### src/sv/rbsi_pkg.sv
`timescale 1ns / 1ps
// ----------------------------------------------------------------------------
// rbsi_pkg
// Shared constants and types for the ray/box slab intersection block.
// ----------------------------------------------------------------------------
package rbsi_pkg;

  // fixed point format and datapath widths
  localparam int FRAC_BITS = 16;
  localparam int CRD_W     = 32;
  localparam int SIZE_W    = 31;
  localparam int Q_W       = 32;
  localparam int DIFF_W    = 35;
  localparam int NUM_W     = DIFF_W + FRAC_BITS;
  localparam int DEN_W     = 33;
  localparam int T_W       = 31;
  localparam int AXES      = 3;

  localparam logic signed [Q_W-1:0] TMAX = {1'b0, {(Q_W-1){1'b1}}};

  // what one axis lane reports to the merge stage
  typedef struct packed {
    logic                  par;
    logic                  par_miss;
    logic signed [Q_W-1:0] t_lo;
    logic signed [Q_W-1:0] t_hi;
  } lane_res_t;

endpackage

### src/sv/rbsi_merge.sv
`timescale 1ns / 1ps
// ----------------------------------------------------------------------------
// rbsi_merge
// Folds the three lane intervals into entry/exit and holds the output item.
// ----------------------------------------------------------------------------
module rbsi_merge
  import rbsi_pkg::*;
(
  input  logic             clk,
  input  logic             en,
  input  lane_res_t        lane [AXES],
  output logic             hit,
  output logic [T_W-1:0]   t_entry,
  output logic [T_W-1:0]   t_exit
);

  logic signed [Q_W-1:0] tmin, tmax;
  logic                  h;

  // interval fold over the axes
  always_comb begin
    tmin = '0;
    tmax = TMAX;
    h    = 1'b1;
    for (int a = 0; a < AXES; a++) begin
      if (lane[a].par) begin
        if (lane[a].par_miss) h = 1'b0;
      end else begin
        if (lane[a].t_lo > tmin) tmin = lane[a].t_lo;
        if (lane[a].t_hi < tmax) tmax = lane[a].t_hi;
        if (tmin > tmax) h = 1'b0;
      end
    end
  end

  // output register
  always_ff @(posedge clk) begin
    if (en) begin
      hit     <= h;
      t_entry <= h ? tmin[T_W-1:0] : '0;
      t_exit  <= h ? tmax[T_W-1:0] : '0;
    end
  end

endmodule

### config.mk
export PLATFORM = sky130hd
export DESIGN_NAME = rbsi_merge
export DESIGN_NICKNAME = d
export VERILOG_FILES = /design/src/sv/rbsi_pkg.sv /design/src/sv/rbsi_merge.sv
export SDC_FILE = /design/constraint.sdc
export NUM_CORES = 1
export LEC_CHECK = 0
export ABC_AREA = 1
export BUFFER_PORTS_ARGS = -buffer_cell sky130_fd_sc_hd__buf_4
export CORE_MARGIN = 2
export CORE_UTILIZATION = 57
export DETAILED_ROUTE_END_ITERATION = 10
export GPL_TIMING_DRIVEN = 0
export PLACE_DENSITY = 0.88
export REMOVE_ABC_BUFFERS = 1
export SLEW_MARGIN = 20
export SYNTH_ARGS = -nofsm -noshare
export SYNTH_HDL_FRONTEND = slang
export SYNTH_SLANG_ARGS = --single-unit
### constraint.sdc
create_clock -name clk -period 8.35 [get_ports clk]
set_input_delay 0 -clock clk [delete_from_list [all_inputs] [get_ports clk]]
set_output_delay 0 -clock clk [all_outputs]
set_load 0.05 [all_outputs]
== Word level (Yosys, flattened, before mapping) ==
Cells that the tools add are included.

* Bits in registers: 63
* Output and inout bits: 63
* Logic and storage cells: 39
* Bits of input ports: 200

* Muxes and demuxes: 27
* $lt $le $gt $ge: 9

{| class="wikitable"
|+ Operators with widths
! kind !! count
|-
| 32-bit two-way mux || 16
|-
| 32-bit greater-than comparator || 5
|-
| 32-bit < comparator || 2
|-
| 31-bit two-way mux || 2
|-
| 32-bit by 1-bit greater-than comparator with 1-bit output (second input constant) || 1
|-
| 32-bit < comparator (second input constant) || 1
|-
| 1-bit two-way mux || 9
|}

== Depth between registers and ports, before layout ==
* Depth after elaboration: 14
* Mapped depth: 62
* Depth with buffers taken out: 57

== Worst setup path after synthesis ==
Ideal clock, no wire load.

* Path kind: input-to-reg
* Start point: input port lane[194] (netlist bit)
* End point: register t_exit[10], data pin
* Slack: 1516 ps
* Buffers on the path: 5
* Setup time: 127 ps
* Data required time: 8223 ps
* Cell stages on the path: 52
* Arrival: 6707 ps
* Path through: nor3_1 nand3_1 nor4_2 a31oi_1 inv_2 buf_1 nor2_1 nand2_1 ha_1 nand2_1 inv_1 nand2_1 nand2_1 nand2_1 nand3_1 a21oi_1 nand2_1 nand2_1 [16 not listed] nand4_1 and2_1 ha_1 nand2_1 inv_1 a221oi_1 o221ai_1 nand2_1 o2111ai_1 nand2_1 o2111ai_1 or3_1 a31oi_1 nand2_2 buf_2 nor2_1 nand2_1 inv_1

* Longest elaborated chain between the ends: 14
* Elaborated cells between the ends (all ways): 22
* Those cells by class: order compare (6); mux (16)

{| class="wikitable"
|+ Ends and longest elaborated chain
! item !! line !! RTL
|-
| start: declaration || rbsi_merge.sv:11 || <nowiki>input lane_res_t lane [AXES],</nowiki>
|-
| 32-bit by 1-bit greater-than comparator with 1-bit output || rbsi_merge.sv:29 || <nowiki>if (lane[a].t_lo > tmin) tmin = lane[a].t_lo;</nowiki>
|-
| 32-bit two-way mux (*) || rbsi_merge.sv:29 ||
|-
| 32-bit two-way mux (*) || rbsi_merge.sv:26 || <nowiki>if (lane[a].par) begin</nowiki>
|-
| 32-bit two-way mux || rbsi_merge.sv:26 ||
|-
| 32-bit greater-than comparator || rbsi_merge.sv:29 ||
|-
| 32-bit two-way mux || rbsi_merge.sv:29 ||
|-
| 32-bit two-way mux (2 in series) || rbsi_merge.sv:26 ||
|-
| 32-bit greater-than comparator || rbsi_merge.sv:29 ||
|-
| 32-bit two-way mux || rbsi_merge.sv:29 ||
|-
| 32-bit two-way mux || rbsi_merge.sv:26 ||
|-
| 32-bit greater-than comparator || rbsi_merge.sv:31 || <nowiki>if (tmin > tmax) h = 1'b0;</nowiki>
|-
| 1-bit two-way mux || rbsi_merge.sv:31 ||
|-
| 1-bit two-way mux (*) || rbsi_merge.sv:26 ||
|-
| end signal: assignment || rbsi_merge.sv:41 || <nowiki>t_exit <= h ? tmax[T_W-1:0] : '0;</nowiki>
|-
| end: declaration || rbsi_merge.sv:14 || <nowiki>output logic [T_W-1:0] t_exit</nowiki>
|}

Mark *: on every way between the ends. The rest lies on a longest branch, timed or not. The select of a mux whose other input is x is not followed.
A chain may end at the register's enable or synchronous reset.

== Final worst setup path ==
* Start point: input port lane[194] (netlist bit)
* End point: register t_entry[15], data pin

* Longest elaborated chain between the ends: 14
* Elaborated cells between the ends (all ways): 23
* Those cells by class: order compare (6); mux (17)

{| class="wikitable"
|+ Ends and longest elaborated chain
! item !! line !! RTL
|-
| 32-bit by 1-bit greater-than comparator with 1-bit output || rbsi_merge.sv:29 ||
|-
| 32-bit two-way mux (*) || rbsi_merge.sv:29 ||
|-
| 32-bit two-way mux (*) || rbsi_merge.sv:26 ||
|-
| 32-bit two-way mux || rbsi_merge.sv:26 ||
|-
| 32-bit greater-than comparator || rbsi_merge.sv:29 ||
|-
| 32-bit two-way mux || rbsi_merge.sv:29 ||
|-
| 32-bit two-way mux (2 in series) || rbsi_merge.sv:26 ||
|-
| 32-bit greater-than comparator || rbsi_merge.sv:29 ||
|-
| 32-bit two-way mux || rbsi_merge.sv:29 ||
|-
| 32-bit two-way mux || rbsi_merge.sv:26 ||
|-
| 32-bit greater-than comparator || rbsi_merge.sv:31 ||
|-
| 1-bit two-way mux || rbsi_merge.sv:31 ||
|-
| 1-bit two-way mux || rbsi_merge.sv:26 ||
|-
| end signal: assignment || rbsi_merge.sv:40 || <nowiki>t_entry <= h ? tmin[T_W-1:0] : '0;</nowiki>
|-
| end: declaration || rbsi_merge.sv:13 || <nowiki>output logic [T_W-1:0] t_entry,</nowiki>
|}

Marked as above.

==> results by stage <==
Run status:
- The run finished with clean final reports.

Synth:
- The synthesized flop and latch total is 63.
- Synthesis instantiated 45 different standard cells from the library.
- In this run the mean area of a mapped cell was approximately 6.4 um^2.
- Synthesis handed over a netlist of approximately 1.8k instances.
- The main flop type after synthesis is sky130_fd_sc_hd__edfxtp_1.
- After synthesis, the share of flip-flops with an asynchronous set or reset is 0.
- The sequential-to-total area share from yosys stat is 0.164.
- Yosys mapped a number of flops with a built-in enable equal to 63.
- The fraction of post-synthesis cell area in the top cell type by area is 0.237.
- In this run the cell area of the synthesized design comes to around 0.012 mm^2.
- Of all cell types, the one taking the most synthesized area is sky130_fd_sc_hd__ha_1.
- For this run, the number of Yosys warnings is 0.
- In the post-synthesis netlist, the biggest area contributors are sky130_fd_sc_hd__ha_1, sky130_fd_sc_hd__edfxtp_1, sky130_fd_sc_hd__nand2_1.

Detailed routing:
- Dividing the detail-routed wire length by the instance count gives roughly 18 um.
- The pre-antenna-repair detailed-routing pass consisted of 7 iterations.
- The number of DRC violations after detailed-routing iteration 0 is between 1.5k and 2k.
- Once detail routing completed, the nets flagged for antenna violations numbered 0.
- The via total after detailed routing is about 14k.
- For this block, the routed nets add up to ~41000 um of wire.
- The via density per instance is 5.94.
- The remaining design rule violation count is 0.

Place:
- Detailed placement ended at an HPWL of 30600 um.
- The worst-case setup slack after placement is -2.72 ns.
- The total of buffers placed on input and output ports is roughly 260.
- The placer's final routability congestion estimate is around 0.96.

Critical path:
- For this run, the slowest stage of the critical path takes ~0.43 ns.
- The timing endpoint of the critical path is t_entry[15].
- Data on the critical path arrives at its endpoint at roughly 8.4 ns.
- STA classifies the critical path endpoint as a flop.
- The slowest stage of the critical path is the sky130_fd_sc_hd__or3_1 cell.
- Among the stages of the critical path, the cell type that occurs most often is sky130_fd_sc_hd__nand2_1.
- The critical path start-end classification is primary input to flop.
- Counting buffers and inverters, the worst setup path is just under 50 cells deep.
- The kind of cell adding the most delay to the critical path is simple AND/OR/NAND/NOR gates.
- In this run the worst path has a maximum fanout of 29.
- The number of buffer and inverter instances along the worst setup path is 9.
- For the worst setup path, the data required time is between 8 and 9 ns.
- The worst setup path is launched from a primary input.
- The most critical setup path has its startpoint at lane[194].

Finish:
- Relative to the synthesized area, the layout overhead comes to 24.6%.
- 0 antenna diodes ended up in the layout.
- The number of nets in the layout is 2446.
- Of the cells placed in the final design, the portion with a size suffix greater than 1 is 0.190.
- Once layout is complete, the utilization of the core stands at 0.717.

Global route:
- The largest net degree at the start of global routing is between 80 and 90.
- The overall overflow remaining after global route is 0.
- Across every metal layer, demand over resource in global routing totals 0.353.
- The via count of the first global-routing pass is 12.2k.
- The first global-routing pass estimated 60800 um of wire.
- The number of antenna violations at the first check in global routing was 0.

STA:
- The final max-slew violation count was 0.
- The count of endpoints failing setup in the final report is 0.
- The number of hold violations in the final report is 0.
- The maximum clock frequency is about 120 MHz.
- The clock period minus final worst setup slack is 8.22 ns.
- After layout, the worst setup slack is around 0.13 ns.
- The transition at the pin with the smallest max-transition slack is a little over 0.9 ns.
- Of the available clock period, the critical path in the final layout requires 0.984.
- The relative slew slack is 0.388.

CTS:
- The CTS tree is built.
- After clock tree synthesis, the flow added hold-fix buffers numbering 0.
- The H-tree was split into 3 levels.
- The root buffer cell is sky130_fd_sc_hd__clkbuf_16.
- The clock slew seen by the registers of the worst setup and hold paths is ~0.05 ns.
- The clock passes through at most 2 buffers.
- The number of buffers added by the clock tree synthesis step is 9.
- Clock tree synthesis found a total of 63 sinks.

Floorplan:
- The floorplan has 52 rows.
- The floorplan step set the die height to ~150 um.
- The initial standard-cell utilization of the core is 0.575.
- The area inside the core boundary is between 0.02 and 0.025 mm^2.
- The number of placed I/O pins is about 260.
- The die extent in x is 146 um.
- The floorplan die area is 0.0214 mm^2.

Worst hold path:
- The worst min-delay path class is primary input to flop.

Flow run:
- The max-capacitance violation count is 0.

Pwr:
- The static power due to leakage is 7.52 nW.
- The worst supply voltage drop on vdd is approximately 120 uV.
- The total power divided by cell area is ~150 mW/mm^2.
final cells by class:
class | instances | area [um^2]
timing repair inverter | 2 | 13.8
fill | 1657 | 5700
clock inverter | 5 | 50.0
tap | 270 | 338
timing repair buffer | 277 | 2130
sequential | 63 | 1890
multi-input combinational | 1438 | 8820
clock buffer | 10 | 229
inverter | 236 | 928
cells in the final DEF, fill, tap and decap left out, types with 3 or more instances in the layout:
cell / instances
sky130_fd_sc_hd__ha_1: 219
sky130_fd_sc_hd__nor4_1: 4
sky130_fd_sc_hd__a21o_1: 3
sky130_fd_sc_hd__nand3_1: 128
sky130_fd_sc_hd__a31oi_1: 6
sky130_fd_sc_hd__nand3_4: 5
sky130_fd_sc_hd__edfxtp_1: 63
sky130_fd_sc_hd__nor3_1: 9
sky130_fd_sc_hd__clkbuf_16: 9
sky130_fd_sc_hd__nand2_4: 4
sky130_fd_sc_hd__buf_4: 272
sky130_fd_sc_hd__nand2_8: 4
sky130_fd_sc_hd__inv_1: 232
sky130_fd_sc_hd__a211oi_1: 10
sky130_fd_sc_hd__o21ai_0: 99
sky130_fd_sc_hd__a21oi_2: 8
sky130_fd_sc_hd__and2_1: 61
sky130_fd_sc_hd__o21ai_1: 27
sky130_fd_sc_hd__nor2_1: 163
sky130_fd_sc_hd__a21oi_1: 108
sky130_fd_sc_hd__nand4_1: 60
sky130_fd_sc_hd__o21ai_2: 14
sky130_fd_sc_hd__o221ai_1: 6
sky130_fd_sc_hd__nor2_2: 8
sky130_fd_sc_hd__or2_2: 28
sky130_fd_sc_hd__nand2_2: 5
sky130_fd_sc_hd__o21bai_1: 8
sky130_fd_sc_hd__a2111oi_0: 3
sky130_fd_sc_hd__nand2_1: 414
sky130_fd_sc_hd__nand3_2: 4
power breakdown:
| part | total, mW | internal [mW] | switching (mW) | leakage [nW] |
|---|---|---|---|---|
| clock | 0.367 | 0.227 | 0.140 | 0.133 |
| combinational | 1.39 | 0.492 | 0.900 | 6.78 |
| sequential | 0.411 | 0.400 | 0.0120 | 0.601 |
| total | 2.17 | 1.12 | 1.05 | 7.52 |
Yosys cell counts (all sizes together), types with 2 or more instances:
| cell | instances |
|---|---|
| a2111oi | 3 |
| a211oi | 11 |
| a21o | 3 |
| a21oi | 116 |
| a221oi | 2 |
| a31oi | 8 |
| and2 | 61 |
| buf | 31 |
| clkbuf | 43 |
| conb | 2 |
| edfxtp | 63 |
| ha | 219 |
| inv | 236 |
| nand2 | 424 |
| nand3 | 134 |
| nand3b | 2 |
| nand4 | 60 |
| nor2 | 171 |
| nor3 | 11 |
| nor4 | 6 |
| nor4b | 2 |
| o2111ai | 2 |
| o211ai | 2 |
| o21a | 2 |
| o21ai | 140 |
| o21bai | 8 |
| o221a | 2 |
| o221ai | 6 |
| or2 | 29 |
how the worst min path moves through the flow:
stage | from | to | slack, ns | cells after the start
floorplan | en | hit | 0.11 | 0
global placement | lane[8] | t_exit[8] | 0.41 | 5
detailed placement | lane[8] | t_exit[8] | 0.42 | 5
CTS | lane[8] | t_exit[8] | 0.08 | 5
global route | lane[8] | t_exit[8] | 0.11 | 5
finish | lane[8] | t_exit[8] | 0.09 | 5
timing repair:
item	4_1_cts	5_1_grt
buffers inserted	3	9
pin swaps	2	12
cloned	3	5
resized for setup	39	62
setup endpoints to repair	63	63
tightest hold or removal path, stage by stage:
cell and delay [ns]:
sky130_fd_sc_hd__buf_4 0.10, sky130_fd_sc_hd__nand2_1 0.06, sky130_fd_sc_hd__nand3_1 0.06, sky130_fd_sc_hd__nand2_1 0.05, sky130_fd_sc_hd__inv_1 0.05
cells by family after synthesis:
family | after synthesis | synth area share
AOI/OAI and AO/OA | 307 | 0.145
xor gates and xnor gates | 1 | 0.000757
and+or+nand+nor | 903 | 0.349
DFF | 63 | 0.164
other | 2 | 0.000649
buffers and inverters | 310 | 0.104
adders and majority gates | 219 | 0.237
registers in the layout, summed over array words and instances, names as in the netlist:
name,flops
hit,1
t_entry,31
t_exit,31
metal layers:
metal / vias to the layer above / track usage / part of all wire
li1: 6545 / - / -
met4: 0 / 0.133 / 0.047
met5: - / 0 / 0
met3: 162 / 0.0581 / 0.12
met1: 6039 / 0.474 / 0.39
met2: 927 / 0.573 / 0.44
per-stage QoR:
step | std cells | area (um^2) | hold WS (ns) | setup TNS, ns | total power, mW
global placement | 2263 | 13600 | 0.412 | -235.69 | 1.61
global route | 2301 | 14400 | 0.107 | -2.73 | 2.30
floorplan | 1731 | 11300 | 0.112 | 0 | 1.26
finish | 2301 | 14400 | 0.0948 | 0 | 2.17
CTS | 2287 | 14100 | 0.0842 | 0 | 2.06
detailed placement | 2266 | 13600 | 0.422 | -164.50 | 1.65
(Power assumes the default switching activity.)
